[config.mk]
export PLATFORM = sky130hd
export DESIGN_NAME = query_char_tokenizer_unit_flat
export DESIGN_NICKNAME = d
export VERILOG_FILES = /design/src/rtl/qct_pkg.sv /design/src/rtl/qct_char_if.sv /design/src/rtl/qct_token_if.sv /design/src/rtl/qct_front.sv /design/src/rtl/qct_fifo.sv /design/src/rtl/qct_back.sv /design/src/rtl/query_char_tokenizer_unit.sv /design/src/flat_wrapper.sv
export SDC_FILE = /design/constraint.sdc
export NUM_CORES = 1
export LEC_CHECK = 0
export BUFFER_PORTS_ARGS = -buffer_cell sky130_fd_sc_hd__buf_2
export CAP_MARGIN = 20
export CORE_MARGIN = 4
export CORE_UTILIZATION = 67
export CTS_BUF_LIST = sky130_fd_sc_hd__clkbuf_4 sky130_fd_sc_hd__clkbuf_8
export CTS_CLUSTER_DIAMETER = 60
export CTS_CLUSTER_SIZE = 16
export DETAILED_ROUTE_END_ITERATION = 12
export MAX_ROUTING_LAYER = met4
export PLACE_DENSITY = 0.81
export SKIP_LAST_GASP = 1
export SLEW_MARGIN = 20
export SYNTH_ARGS = -nofsm -noshare
export SYNTH_HDL_FRONTEND = slang
export SYNTH_SLANG_ARGS = --single-unit
[constraint.sdc]
create_clock -name clk_i -period 7.9 [get_ports clk_i]
set_input_delay 1.58 -clock clk_i [delete_from_list [all_inputs] [get_ports clk_i]]
set_output_delay 1.58 -clock clk_i [all_outputs]
set_load 0.05 [all_outputs]
[src/rtl/qct_pkg.sv]
// ----------------------------------------------------------------------------
// qct_pkg: shared types and constants of the query character tokenizer
// Token kinds, scanner modes, the result group passed from front to back,
// and the keyword lookup used when a word closes.
// ----------------------------------------------------------------------------
package qct_pkg;

  localparam int KeywordCharsDef = 6;
  localparam int QueueDepth      = 4;
  localparam int MaxResults      = 4;

  localparam logic [7:0] CharSemi   = 8'h3B;
  localparam logic [7:0] CharSingle = 8'h27;
  localparam logic [7:0] CharDouble = 8'h22;
  localparam logic [7:0] CharSpace  = 8'h20;

  localparam logic [47:0] KwInsert = "INSERT";
  localparam logic [47:0] KwSearch = "SEARCH";
  localparam logic [47:0] KwDelete = "DELETE";
  localparam logic [47:0] KwUpdate = "UPDATE";

  typedef enum logic [3:0] {
    TkDataChar  = 4'd0,
    TkDataEnd   = 4'd1,
    TkIdChar    = 4'd2,
    TkIdEnd     = 4'd3,
    TkInsert    = 4'd4,
    TkSearch    = 4'd5,
    TkDelete    = 4'd6,
    TkUpdate    = 4'd7,
    TkEndMarker = 4'd8,
    TkUnclosed  = 4'd9,
    TkUnknown   = 4'd10,
    TkBadChar   = 4'd11
  } token_kind_e;

  typedef enum logic [2:0] {
    ModeIdle  = 3'd0,
    ModeQuote = 3'd1,
    ModeId    = 3'd2,
    ModeWord  = 3'd3,
    ModeSkip  = 3'd4
  } scan_mode_e;

  // All results caused by one character. Only data and id chars carry text,
  // and there is at most one of them per character.
  typedef struct packed {
    logic [2:0]                   count;
    token_kind_e [MaxResults-1:0] kinds;
    logic [7:0]                   text;
  } qct_group_t;

  function automatic token_kind_e word_kind(input logic [47:0] letters,
                                            input logic [2:0] length);
    token_kind_e k;
    k = TkUnknown;
    if (length == 3'd6) begin
      if (letters == KwInsert)      k = TkInsert;
      else if (letters == KwSearch) k = TkSearch;
      else if (letters == KwDelete) k = TkDelete;
      else if (letters == KwUpdate) k = TkUpdate;
    end
    return k;
  endfunction

endpackage

[src/rtl/qct_char_if.sv]
// ----------------------------------------------------------------------------
// qct_char_if: query character channel
// One word is one character of the query and its end-of-query flag.
// ----------------------------------------------------------------------------
interface qct_char_if;
  logic       valid;
  logic       ready;
  logic [7:0] query_char;
  logic       end_of_query;

  modport source (output valid, output query_char, output end_of_query, input ready);
  modport sink   (input valid, input query_char, input end_of_query, output ready);
endinterface

[src/rtl/qct_token_if.sv]
// ----------------------------------------------------------------------------
// qct_token_if: token result channel
// One word is one token result with its kind, text and run flag.
// ----------------------------------------------------------------------------
interface qct_token_if;
  logic       valid;
  logic       ready;
  logic [3:0] token_kind;
  logic [7:0] text_char;
  logic       last_of_run;

  modport source (output valid, output token_kind, output text_char, output last_of_run,
                  input ready);
  modport sink   (input valid, input token_kind, input text_char, input last_of_run,
                  output ready);
endinterface

[src/rtl/qct_front.sv]
// ----------------------------------------------------------------------------
// qct_front: character scanner
// Holds the scan state, classifies each character and forms the group of
// results it causes.
// ----------------------------------------------------------------------------
module qct_front
  import qct_pkg::*;
#(
  parameter int KEYWORD_CHARS = KeywordCharsDef
) (
  input  logic       clk_i,
  input  logic       rst_ni,
  input  logic       valid_i,
  input  logic [7:0] char_i,
  input  logic       eoq_i,
  input  logic       space_i,
  output logic       accept_o,
  output logic       push_o,
  output qct_group_t group_o
);

  localparam int BufW = 8 * KEYWORD_CHARS;

  scan_mode_e       mode_q, mode_d;
  logic             dq_q, dq_d;
  logic [BufW-1:0]  buf_q, buf_d;
  logic [2:0]       len_q, len_d;

  logic             is_digit, is_letter, do_start;
  logic [7:0]       upper, closer;
  logic [2:0]       n;
  token_kind_e [MaxResults-1:0] kinds;
  token_kind_e      close_kind;

  assign accept_o  = valid_i && space_i;
  assign is_digit  = char_i inside {[8'h30:8'h39]};
  assign is_letter = char_i inside {[8'h41:8'h5A], [8'h61:8'h7A]};
  assign upper     = (char_i inside {[8'h61:8'h7A]}) ? char_i - 8'd32 : char_i;
  assign closer    = dq_q ? CharDouble : CharSingle;

  always_comb begin
    mode_d   = mode_q;
    dq_d     = dq_q;
    buf_d    = buf_q;
    len_d    = len_q;
    n        = 3'd0;
    kinds    = '{default: TkDataChar};
    do_start = 1'b0;

    case (mode_q)
      ModeQuote: begin
        if (char_i == closer) begin
          kinds[n[1:0]] = TkDataEnd; n = n + 3'd1;
          mode_d = ModeIdle;
        end else if (char_i == CharSemi) begin
          kinds[n[1:0]] = TkUnclosed; n = n + 3'd1;
          mode_d = ModeSkip;
        end else begin
          kinds[n[1:0]] = TkDataChar; n = n + 3'd1;
        end
      end
      ModeId: begin
        if (is_digit) begin
          kinds[n[1:0]] = TkIdChar; n = n + 3'd1;
        end else begin
          kinds[n[1:0]] = TkIdEnd; n = n + 3'd1;
          do_start = 1'b1;
        end
      end
      ModeWord: begin
        if (is_letter) begin
          if ({1'b0, len_q} < 4'(KEYWORD_CHARS)) buf_d = {buf_q[BufW-9:0], upper};
          if (len_q != 3'd7) len_d = len_q + 3'd1;
        end else begin
          kinds[n[1:0]] = word_kind(buf_q[47:0], len_q); n = n + 3'd1;
          do_start = 1'b1;
        end
      end
      ModeSkip: begin
      end
      default: begin
        do_start = 1'b1;
      end
    endcase

    // A character seen with no token open.
    if (do_start) begin
      if (char_i == CharSingle || char_i == CharDouble) begin
        mode_d = ModeQuote;
        dq_d   = (char_i == CharDouble);
      end else if (char_i == CharSpace) begin
        mode_d = ModeIdle;
      end else if (char_i == CharSemi) begin
        mode_d = ModeSkip;
      end else if (is_digit) begin
        mode_d = ModeId;
        kinds[n[1:0]] = TkIdChar; n = n + 3'd1;
      end else if (is_letter) begin
        mode_d = ModeWord;
        buf_d  = BufW'(upper);
        len_d  = 3'd1;
      end else begin
        mode_d = ModeIdle;
        kinds[n[1:0]] = TkBadChar; n = n + 3'd1;
      end
    end

    close_kind = word_kind(buf_d[47:0], len_d);
    if (eoq_i) begin
      if (mode_d == ModeQuote) begin
        kinds[n[1:0]] = TkUnclosed; n = n + 3'd1;
      end else if (mode_d == ModeId) begin
        kinds[n[1:0]] = TkIdEnd; n = n + 3'd1;
      end else if (mode_d == ModeWord) begin
        kinds[n[1:0]] = close_kind; n = n + 3'd1;
      end
      kinds[n[1:0]] = TkEndMarker; n = n + 3'd1;
      mode_d = ModeIdle;
      dq_d   = 1'b0;
      buf_d  = '0;
      len_d  = 3'd0;
    end
  end

  assign push_o        = accept_o && (n != 3'd0);
  assign group_o.count = n;
  assign group_o.kinds = kinds;
  assign group_o.text  = char_i;

  always_ff @(posedge clk_i or negedge rst_ni) begin
    if (!rst_ni) begin
      mode_q <= ModeIdle;
      dq_q   <= 1'b0;
      buf_q  <= '0;
      len_q  <= 3'd0;
    end else if (accept_o) begin
      mode_q <= mode_d;
      dq_q   <= dq_d;
      buf_q  <= buf_d;
      len_q  <= len_d;
    end
  end

`ifndef SYNTHESIS
  a_idle_after_end: assert property (@(posedge clk_i) disable iff (!rst_ni)
    accept_o && eoq_i |=> mode_q == ModeIdle && len_q == 3'd0)
    else $error("scanner not back to idle after end of query");

  a_word_has_letter: assert property (@(posedge clk_i) disable iff (!rst_ni)
    mode_q == ModeWord |-> len_q != 3'd0)
    else $error("word mode with no letters");

  a_end_closes_group: assert property (@(posedge clk_i) disable iff (!rst_ni)
    accept_o && eoq_i |-> push_o && group_o.kinds[n[1:0] - 2'd1] == TkEndMarker)
    else $error("end of query without end marker last");
`endif

endmodule

[src/rtl/qct_fifo.sv]
// ----------------------------------------------------------------------------
// qct_fifo: result group queue
// Small flop-based queue that decouples the scanner from the token output.
// ----------------------------------------------------------------------------
module qct_fifo
  import qct_pkg::*;
(
  input  logic       clk_i,
  input  logic       rst_ni,
  input  logic       push_i,
  input  qct_group_t data_i,
  output logic       space_o,
  output logic       valid_o,
  input  logic       pop_i,
  output qct_group_t data_o
);

  localparam int PtrW = $clog2(QueueDepth);
  localparam int CntW = $clog2(QueueDepth + 1);

  qct_group_t            mem_q [QueueDepth];
  logic [PtrW-1:0]       wr_q, rd_q;
  logic [CntW-1:0]       cnt_q, cnt_d;

  assign space_o = cnt_q != CntW'(QueueDepth);
  assign valid_o = cnt_q != '0;
  assign data_o  = mem_q[rd_q];

  always_comb begin
    cnt_d = cnt_q;
    if (push_i && !pop_i) cnt_d = cnt_q + CntW'(1);
    else if (!push_i && pop_i) cnt_d = cnt_q - CntW'(1);
  end

  always_ff @(posedge clk_i) begin
    if (push_i) mem_q[wr_q] <= data_i;
  end

  always_ff @(posedge clk_i or negedge rst_ni) begin
    if (!rst_ni) begin
      wr_q  <= '0;
      rd_q  <= '0;
      cnt_q <= '0;
    end else begin
      if (push_i) wr_q <= (wr_q == PtrW'(QueueDepth - 1)) ? '0 : wr_q + PtrW'(1);
      if (pop_i)  rd_q <= (rd_q == PtrW'(QueueDepth - 1)) ? '0 : rd_q + PtrW'(1);
      cnt_q <= cnt_d;
    end
  end

`ifndef SYNTHESIS
  a_no_overflow: assert property (@(posedge clk_i) disable iff (!rst_ni)
    push_i |-> space_o || pop_i)
    else $error("queue written while full");
`endif

endmodule

[src/rtl/qct_back.sv]
// ----------------------------------------------------------------------------
// qct_back: token emitter
// Walks through each queued result group one token per cycle into an
// output register, while that register is empty or its token is being taken.
// ----------------------------------------------------------------------------
module qct_back
  import qct_pkg::*;
(
  input  logic       clk_i,
  input  logic       rst_ni,
  input  logic       valid_i,
  input  qct_group_t group_i,
  output logic       pop_o,
  qct_token_if.source token_o
);

  logic [1:0]  idx_q;
  logic        load, last_one;
  token_kind_e kind;
  logic        out_valid_q;
  token_kind_e out_kind_q;
  logic [7:0]  out_char_q;
  logic        out_last_q;

  assign load     = valid_i && (!out_valid_q || token_o.ready);
  assign kind     = group_i.kinds[idx_q];
  assign last_one = {1'b0, idx_q} == group_i.count - 3'd1;
  assign pop_o    = load && last_one;

  always_ff @(posedge clk_i or negedge rst_ni) begin
    if (!rst_ni) begin
      out_valid_q <= 1'b0;
      idx_q       <= '0;
    end else begin
      if (load) begin
        out_valid_q <= 1'b1;
        idx_q       <= last_one ? 2'd0 : idx_q + 2'd1;
      end else if (token_o.ready) begin
        out_valid_q <= 1'b0;
      end
    end
  end

  always_ff @(posedge clk_i) begin
    if (load) begin
      out_kind_q <= kind;
      out_char_q <= (kind == TkDataChar || kind == TkIdChar) ? group_i.text : 8'd0;
      out_last_q <= last_one;
    end
  end

  assign token_o.valid       = out_valid_q;
  assign token_o.token_kind  = out_kind_q;
  assign token_o.text_char   = out_char_q;
  assign token_o.last_of_run = out_last_q;

endmodule

[src/rtl/query_char_tokenizer_unit.sv]
// ----------------------------------------------------------------------------
// query_char_tokenizer_unit: query text tokenizer
// Turns a stream of query characters into data, id, keyword and error
// tokens.
// ----------------------------------------------------------------------------
// Usage:
// The char_i channel takes one word per cycle while the queue has room: a
// query character and a flag that marks the last character of the query. The
// token_o channel gives one word per token: its kind, its text character and
// a flag on the last token caused by a character. Both channels move a word
// when valid and ready are high at a rising clock edge.
// Throughput is one character per cycle while the queue has room; a character
// that causes several tokens (up to four, as when a word is closed by a digit
// that ends the query) holds the token port while its tokens go out in turn,
// and the four-group queue between the scanner and the emitter absorbs that.
// Characters that cause no token (spaces between tokens, letters inside a
// word, text after a semicolon) only update the scanner. The first token of a
// character passes through the queue and then the output register. When the
// receiver stalls, the output register holds its word and the scanner keeps
// taking characters until the queue is full. Reset clears the scanner to
// idle, empties the queue and drops any pending token.
// ----------------------------------------------------------------------------
module query_char_tokenizer_unit
  import qct_pkg::*;
#(
  parameter int KEYWORD_CHARS = KeywordCharsDef
) (
  input  logic        clk_i,
  input  logic        rst_ni,
  qct_char_if.sink    char_i,
  qct_token_if.source token_o
);

  // Front to queue.
  logic       accept, push, space;
  qct_group_t push_group;

  // Queue to back.
  logic       q_valid, pop;
  qct_group_t head_group;

  assign char_i.ready = space;

  // Scanner: classifies each character against the open token, closes tokens
  // and forms the group of results for that character.
  qct_front #(
    .KEYWORD_CHARS(KEYWORD_CHARS)
  ) u_front (
    .clk_i   (clk_i),
    .rst_ni  (rst_ni),
    .valid_i (char_i.valid),
    .char_i  (char_i.query_char),
    .eoq_i   (char_i.end_of_query),
    .space_i (space),
    .accept_o(accept),
    .push_o  (push),
    .group_o (push_group)
  );

  // Queue of result groups, so that the scanner runs ahead of a stalled sink.
  qct_fifo u_fifo (
    .clk_i  (clk_i),
    .rst_ni (rst_ni),
    .push_i (push),
    .data_i (push_group),
    .space_o(space),
    .valid_o(q_valid),
    .pop_i  (pop),
    .data_o (head_group)
  );

  // Emitter: one token per cycle from the head group while the output register is empty or being taken.
  qct_back u_back (
    .clk_i  (clk_i),
    .rst_ni (rst_ni),
    .valid_i(q_valid),
    .group_i(head_group),
    .pop_o  (pop),
    .token_o(token_o)
  );

`ifndef SYNTHESIS
  a_end_marker_last: assert property (@(posedge clk_i) disable iff (!rst_ni)
    token_o.valid && token_o.token_kind == TkEndMarker |-> token_o.last_of_run)
    else $error("end marker not last of its run");

  a_ready_tracks_space: assert property (@(posedge clk_i) disable iff (!rst_ni)
    accept |-> char_i.ready && char_i.valid)
    else $error("character taken without handshake");
`endif

endmodule

[src/flat_wrapper.sv]
// flat-port wrapper written by rule: the top's interface ports become plain ports
module query_char_tokenizer_unit_flat import qct_pkg::*;
#(
  parameter int KEYWORD_CHARS = KeywordCharsDef
)
  (clk_i, rst_ni, char_i_valid, char_i_query_char, char_i_end_of_query, char_i_ready, token_o_valid, token_o_token_kind, token_o_text_char, token_o_last_of_run, token_o_ready);
  qct_char_if char_i_i ();
  qct_token_if token_o_i ();
  input  logic clk_i;
  input  logic rst_ni;
  input wire logic [$bits(char_i_i.valid)-1:0] char_i_valid;
  input wire logic [$bits(char_i_i.query_char)-1:0] char_i_query_char;
  input wire logic [$bits(char_i_i.end_of_query)-1:0] char_i_end_of_query;
  output wire logic [$bits(char_i_i.ready)-1:0] char_i_ready;
  output wire logic [$bits(token_o_i.valid)-1:0] token_o_valid;
  output wire logic [$bits(token_o_i.token_kind)-1:0] token_o_token_kind;
  output wire logic [$bits(token_o_i.text_char)-1:0] token_o_text_char;
  output wire logic [$bits(token_o_i.last_of_run)-1:0] token_o_last_of_run;
  input wire logic [$bits(token_o_i.ready)-1:0] token_o_ready;
  assign char_i_i.valid = char_i_valid;
  assign char_i_i.query_char = char_i_query_char;
  assign char_i_i.end_of_query = char_i_end_of_query;
  assign char_i_ready = char_i_i.ready;
  assign token_o_valid = token_o_i.valid;
  assign token_o_token_kind = token_o_i.token_kind;
  assign token_o_text_char = token_o_i.text_char;
  assign token_o_last_of_run = token_o_i.last_of_run;
  assign token_o_i.ready = token_o_ready;
  query_char_tokenizer_unit #(.KEYWORD_CHARS(KEYWORD_CHARS)) u_core (.clk_i(clk_i), .rst_ni(rst_ni), .char_i(char_i_i), .token_o(token_o_i));
endmodule
==> results of run 1 <==
-- layer usage --
| metal | global-route usage (%) | vias to the layer above |
|---|---|---|
| met5 | - | - |
| met4 | 16.6 | 0 |
| met3 | 5.24 | 109 |
| met2 | 54.7 | 442 |
| met1 | 43.7 | 3783 |
| li1 | - | 3433 |
-- kinds of logic after synthesis --
| kind of cell | synth area share (%) |
|---|---|
| adders and majority gates | 2.92 |
| buffers and inverters | 3.62 |
| AOI/OAI and AO/OA | 15.7 |
| xor gates and xnor gates | 0.779 |
| DFF | 52.0 |
| muxes | 8.15 |
| and+or+nand+nor | 16.8 |
-- per-stage QoR --
step           worst slack [ns]  hold slack [ns]  instances  power [mW]  cell area, um2
6_report                   1.41            0.514       1101        3.48           10800
5_1_grt                   0.897            0.557       1101        3.65           10800
4_1_cts                    1.48            0.512       1100        3.46           10800
3_5_place_dp              0.960            0.499       1068        2.84           10400
3_3_place_gp               1.35            0.491       1068        2.75           10400
2_1_floorplan              2.12            0.464        898        2.44           10100
-- critical path: cells and delay by family --
family                     cells  cell delay, ns
xor gates and xnor gates       3            0.41
AOI/OAI and AO/OA              6            1.87
buffers and inverters          5            0.82
and+or+nand+nor                3            0.49
adders and majority gates      6            1.72
-- area by class of cell --
type | instances | area (um2)
Sequential cell | 186 | 5260
Multi-Input combinational cell | 622 | 4490
Fill cell | 974 | 3860
Timing Repair Buffer | 46 | 290
Clock buffer | 17 | 234
Tap cell | 184 | 230
Clock inverter | 15 | 159
Inverter | 31 | 116
-- sequential cells by signal, indices dropped and copies added, names as in the netlist --
name                               count
u_core.u_back.token_o.text_char        8
u_core.u_fifo.mem_q                  108
u_core.u_front.dq_q                    1
u_core.u_front.len_q                   3
u_core.u_back.token_o.token_kind       4
u_core.u_back.token_o.last_of_run      1
u_core.u_front.mode_q                  3
u_core.u_back.token_o.valid            1
u_core.u_fifo.cnt_q                    3
u_core.u_fifo.rd_q                     2
u_core.u_fifo.wr_q                     2
u_core.u_back.idx_q                    2
u_core.u_front.buf_q                  48
-- where the power goes --
| group | switching [mW] | internal [mW] | total, mW |
|---|---|---|---|
| registers | 0.165 | 1.35 | 1.52 |
| clock network | 0.371 | 0.260 | 0.632 |
| logic | 0.825 | 0.503 | 1.33 |
-- synthesized netlist by cell type, types with 21 or more instances --
cell type,number
inv_1,31
nand2_1,89
clkbuf_1,38
edfxtp_1,121
nor2_1,53
mux4_2,31
nor2b_1,21
a22oi_1,23
o21ai_0,64
dfrtp_1,65
ha_1,22
a21oi_1,42
-- worst max path at each step --
stage	endpoint	cells after the start	slack, ns	startpoint
after CTS	u_core.u_fifo.cnt_q[2]	23	1.48	char_i_query_char[5]
after detailed placement	u_core.u_fifo.cnt_q[2]	23	0.96	char_i_query_char[5]
after global routing	u_core.u_fifo.cnt_q[2]	23	0.90	char_i_query_char[5]
after floorplan	u_core.u_fifo.cnt_q[2]	23	2.12	char_i_query_char[5]
final	u_core.u_fifo.cnt_q[2]	23	1.41	char_i_query_char[5]
after global placement	u_core.u_fifo.cnt_q[2]	23	1.35	char_i_query_char[5]
==> run metrics, run 1 <==
GP Congestion=1.05; Metal-1 WL=10.5 mm; first-pass GRT wire length=43.4 mm; FF-to-FF setup slack=2.66 ns; worst min path class=register to register; Max stage delay on crit path=0.43 ns; hold path endpoint=u_core.u_fifo.cnt_q[2]; crit path kind=primary input to register; Yosys top cell by area=edfxtp_1; leakage=3.83 nW; # setup viols final=0; Tightest Pin Transition=1.00 ns; routed wire length=27.0 mm; WL met3=1.83 mm; grt total ovfl=0; Rel. slew slack=33.0%; maximum vdd drop=0.208 mV; min-delay src=u_core.u_fifo.cnt_q[2]; Wirelength per Cell=24.6 um; CTS Hold Bufs=0; CTS tree=done; # Post-CTS Setup Buffers=0; Max Clk Rate=154 MHz; die area=17100 um2; most frequent cells in the layout=121 x edfxtp_1, 89 x nand2_1, 64 x o21ai_0, 64 x dfrtp_1, 53 x nor2_1; Seq/Total Area, Yosys=52.0%; worst-path fanout max=11; final core occ=73.7%; io pins=28; GR Util All Layers=34.4%; Netlist Area Pre-Place=10100 um2; core box area=14600 um2; Final Skew=0.0143 ns; clk_lat worst skew=0.48 ns; post-synthesis async set-or-reset flop share=34.9%; ys flop type=edfxtp_1; Die Y-Extent=131 um; htree depth=4; Final HPWL DP=18.9 mm; via/cell ratio=7.05; initial antenna violation count=0; Final Hold Viols=0; Slowest-stage cell, CP=fa_1; Layout area overhead=6.62%; number of global-route vias before repair=7670; Tmin final=6.49 ns; initial drt markers=875; Via Count=7767; EDFF count, synth=121; chip width=131 um; root buf cell=clkbuf_8; commonest non-fill, non-tap cell in the layout=edfxtp_1; fin crit share=82.1%; YS warnings=0; Initial DRT Pass Iterations=6; Req. time, crit path=8.30 ns; worst-path cell chain=buf_2 -> inv_1 -> ha_1 -> a21oi_1 -> o21ba_1 -> nor2_1 -> inv_1 -> o21ai_0 -> inv_1 -> ha_1 -> a221o_1 -> ha_1 -> o21ai_0 -> ha_1 -> xor2_1 -> nor2_1 -> o31a_1 -> ha_1 -> inv_1 -> fa_1 -> xor2_1 -> nor2_1 -> xor2_1; RR Endpoint=u_core.u_fifo.cnt_q[2]; RSZ-0062 raised after global routing=no; crit path launch type=primary input; CTS Buf Count=17; crit path DAT=6.89 ns; Final #Nets=940; Clock Sinks=186; Clk pin slew, worst setup/hold paths=0.10 ns; Initial Util=69.1%; MaxCap Viol Count=0; port bufs=27; Max Transition Viols Final=0; Syn Nets=934; Highest Signal Layer=met4; crit end category=register; Avg Inst Size Synth=11.3 um2; Rows=44; critical path's most frequent cell=ha_1; Routed Antenna Nets=0; layout cells sized above 1=14.5%; met2 wire length=13.3 mm; PwrDens=322 nW/um2; pin count of the biggest net entering global routing=66; FF+latch count, synth=186; status=finished, final reports clean; R2R Path Start=u_core.u_front.mode_q[1]; Cells after Synth=898; worst-case clock buffer depth=2; ranking of synthesized cells by area=edfxtp_1 36%, dfrtp_1 16%, mux4_2 6.9%; R2R depth=17; top-area cell type share of the netlist area=35.9%; Ant. Diodes=0; setup TNS=0 ns; post-CTS sizing=0; Post-route DRC=0; Hold Path Stages=1; Cell variety after synth=85
No activity file was read; power rests on OpenSTA's default activity.
==> run 2: changes to the inputs <==
--- a/config.mk
+++ b/config.mk
@@ -5,16 +5,17 @@
 export SDC_FILE = /design/constraint.sdc
 export NUM_CORES = 1
 export LEC_CHECK = 0
+export ABC_AREA = 1
 export BUFFER_PORTS_ARGS = -buffer_cell sky130_fd_sc_hd__buf_2
 export CAP_MARGIN = 20
 export CORE_MARGIN = 4
-export CORE_UTILIZATION = 67
+export CORE_UTILIZATION = 65
 export CTS_BUF_LIST = sky130_fd_sc_hd__clkbuf_4 sky130_fd_sc_hd__clkbuf_8
 export CTS_CLUSTER_DIAMETER = 60
 export CTS_CLUSTER_SIZE = 16
 export DETAILED_ROUTE_END_ITERATION = 12
 export MAX_ROUTING_LAYER = met4
-export PLACE_DENSITY = 0.81
+export PLACE_DENSITY = 0.78
 export SKIP_LAST_GASP = 1
 export SLEW_MARGIN = 20
 export SYNTH_ARGS = -nofsm -noshare
==> constraint.sdc (replaced) <==
create_clock -name clk_i -period 6.14 [get_ports clk_i]
set_input_delay 1.228 -clock clk_i [delete_from_list [all_inputs] [get_ports clk_i]]
set_output_delay 1.228 -clock clk_i [all_outputs]
set_load 0.05 [all_outputs]
==> run 2 against run 1 <==
Net effect: design area is 12% higher; register-to-register slack lost 0.99 ns; worst hold slack improved by 0.027 ns; total power grew 120%; largest cell class unchanged; global-route usage shrank 0.25 points; largest power group is now combinational cells; die area grew 15%; clock skew grew 0.011 ns; synthesized cell count grew 61%.
==> run metrics, run 2 <==
Rel. slew slack=30.1% (-2.8 points); post-CTS sizing=0 (unchanged); Syn Nets=1486 (+59%); post-synthesis async set-or-reset flop share=34.9% (unchanged); MaxCap Viol Count=0 (unchanged); WL met3=2.35 mm (+28%); setup TNS=0 ns (unchanged); GP Congestion=1.09 (+4.3%); Tmin final=5.26 ns; # Post-CTS Setup Buffers=0 (unchanged); htree depth=4 (unchanged); crit path DAT=5.64 ns (-1.25 ns); GR Util All Layers=34.2% (-0.25 points); max reg flops=108 (unchanged); grt total ovfl=0 (unchanged); Tightest Pin Transition=1.05 ns (+0.0462 ns); crit path launch type=primary input; Initial Util=66.0% (-3.1 points); Max stage delay on crit path=0.45 ns (+0.02 ns); io pins=28 (unchanged); final core occ=69.9% (-3.7 points); Layout area overhead=6.01%; commonest non-fill, non-tap cell in the layout=nand2_1; number of global-route vias before repair=9776 (+27%); Bufs and invs on worst path=6 (+1); Yosys top cell by area=edfxtp_1; EDFF count, synth=121 (unchanged); met2 wire length=15.9 mm (+20%); worst-path fanout max=17 (+6); Die Y-Extent=140 um (+7.2%); Final HPWL DP=22.7 mm (+20%); first-pass GRT wire length=51.3 mm (+18%); YS warnings=0 (unchanged); top-area cell type share of the netlist area=32.0% (-4.0 points); crit end category=register; fin crit share=85.7%; Post-Layout Cell Count=1693 (+54%); PwrDens=627 nW/um2 (+95%); largest reg by FF count=u_core.u_fifo.mem_q; most frequent cells in the layout=342 x nand2_1, 202 x nor2_1, 138 x inv_1; most frequent cell after synthesis=nand2_1; final instance area=12100 um2 (+12%); status=finished, final reports clean; Seq/Total Area, Yosys=46.3% (-5.7 points); chip width=140 um (+7.2%); initial antenna violation count=0 (unchanged); crit-path leading delay family=adder cells; DP Worst Slack=0.416 ns (-0.543 ns); clk_lat worst skew=0.49 ns (about the same); Post-route DRC=0 (unchanged); Metal-1 WL=12.5 mm (+20%); FF+latch count, synth=186 (unchanged); Final Skew=0.0252 ns (+0.0109 ns); Final Hold Viols=0 (unchanged); Via Count=10321 (+33%); worst min path class=register to register; Clock Sinks=186 (unchanged); FF-to-FF setup slack=1.67 ns (-0.99 ns); ranking of synthesized cells by area=edfxtp_1 32%, dfrtp_1 14%, nand2_1 11%; Wirelength per Cell=19.2 um (-22%); Netlist Area Pre-Place=11400 um2 (+12%); Placed Area=11600 um2 (+12%); critical path's most frequent cell=ha_1; routed wire length=32.5 mm (+20%); Ant. Diodes=0 (unchanged); RSZ-0062 raised after global routing=no; Rows=48 (+9.1%); die area=19700 um2 (+15%); core box area=17200 um2 (+18%); Avg Inst Size Synth=7.84 um2 (-30%); placed insts=1661 (+56%); pin count of the biggest net entering global routing=66 (unchanged); Initial DRT Pass Iterations=6 (unchanged); Req. time, crit path=6.51 ns (-1.79 ns); Highest Signal Layer=met4; Cell variety after synth=55 (-35%); ys flop type=edfxtp_1; final setup margin=0.876 ns (-0.538 ns); CTS tree=done; via/cell ratio=6.10 (-14%); Final #Nets=1491 (+59%); Routed Antenna Nets=0 (unchanged); crit path kind=primary input to register; leakage=4.96 nW (+30%); worst-case clock buffer depth=2 (unchanged); # setup viols final=0 (unchanged); maximum vdd drop=0.388 mV (+87%); Clk pin slew, worst setup/hold paths=0.11 ns (about the same); CTS Buf Count=17 (unchanged); Max Clk Rate=190 MHz; initial drt markers=1121 (+28%); Slowest-stage cell, CP=fa_1; port bufs=27 (unchanged); layout cells sized above 1=9.95% (-4.6 points); CTS Hold Bufs=0 (unchanged); Cells after Synth=1450 (+61%); root buf cell=clkbuf_8; most instantiated cells after synthesis=342 x nand2_1, 206 x nor2_1, 138 x inv_1; Max Transition Viols Final=0 (unchanged)
## run 2: per-layer routing
metal / up-vias / global-route usage [%]
met5: - / -
li1: 4912 / -
met3: 105 / 5.74
met4: 0 / 17.8
met1: 4767 / 40.9
met2: 537 / 55.8
## run 2: power breakdown
part	total, mW	internal, mW	switching [mW]
sequential	2.25	1.96	0.285
combinational	4.46	1.29	3.17
clock	0.853	0.351	0.502
## run 2: layout make-up
type | count | area, um2
clock buffers | 18 | 241
clock inverters | 14 | 171
fillers | 1452 | 5180
inverters | 156 | 588
multi-input cells | 1047 | 5200
flip-flops and latches | 186 | 5260
well taps | 225 | 282
repair buffers | 47 | 310
## run 2: cell families (layout without fill, tap and decap cells)
logic type	after synthesis	in the layout	share of synthesized area [%]
compound gates	246	246	12.9
xor+xnor	6	6	0.528
buf+inv	217	235	8.22
simple gates	772	772	29.5
fa+ha+maj	23	23	2.60
flops	186	186	46.3
## run 2: worst paths after layout
kind | startpoint | end | cells after the start
worst min register to register | u_core.u_front.dq_q | u_core.u_front.dq_q | 2
min in group asynchronous | rst_ni | u_core.u_front.buf_q[29] | 2
worst min-delay path | u_core.u_front.dq_q | u_core.u_front.dq_q | 2
worst max register to register | u_core.u_front.mode_q[0] | u_core.u_fifo.cnt_q[2] | 24
max in group asynchronous | rst_ni | u_core.u_front.buf_q[5] | 2
worst max-delay path | char_i_query_char[5] | u_core.u_fifo.cnt_q[2] | 30
## run 2: worst register-to-register path, cell delays in order (launching register included)
cell and delay, ns:
dfrtp_1 0.38, inv_2 0.11, nor3_4 0.45, nand2_4 0.13
nand3_1 0.19, ha_1 0.26, nand2_1 0.06, nand2_1 0.08
o21ai_4 0.12, inv_1 0.10, ha_1 0.28, o22ai_1 0.25
ha_1 0.22, inv_1 0.07, o21ai_0 0.08, nand3_1 0.11
nand2_1 0.11, nand2_2 0.12, inv_2 0.16, ha_1 0.16
inv_1 0.07, fa_1 0.45, a21oi_1 0.15, o21ai_0 0.11
xor2_1 0.15
## run 2: metrics by stage
step                power (mW)  hold slack [ns]
global route              8.09            0.583
finish                    7.56            0.541
global placement          6.52            0.497
CTS                       7.49            0.538
floorplan                 5.43            0.469
detailed placement        6.62            0.516
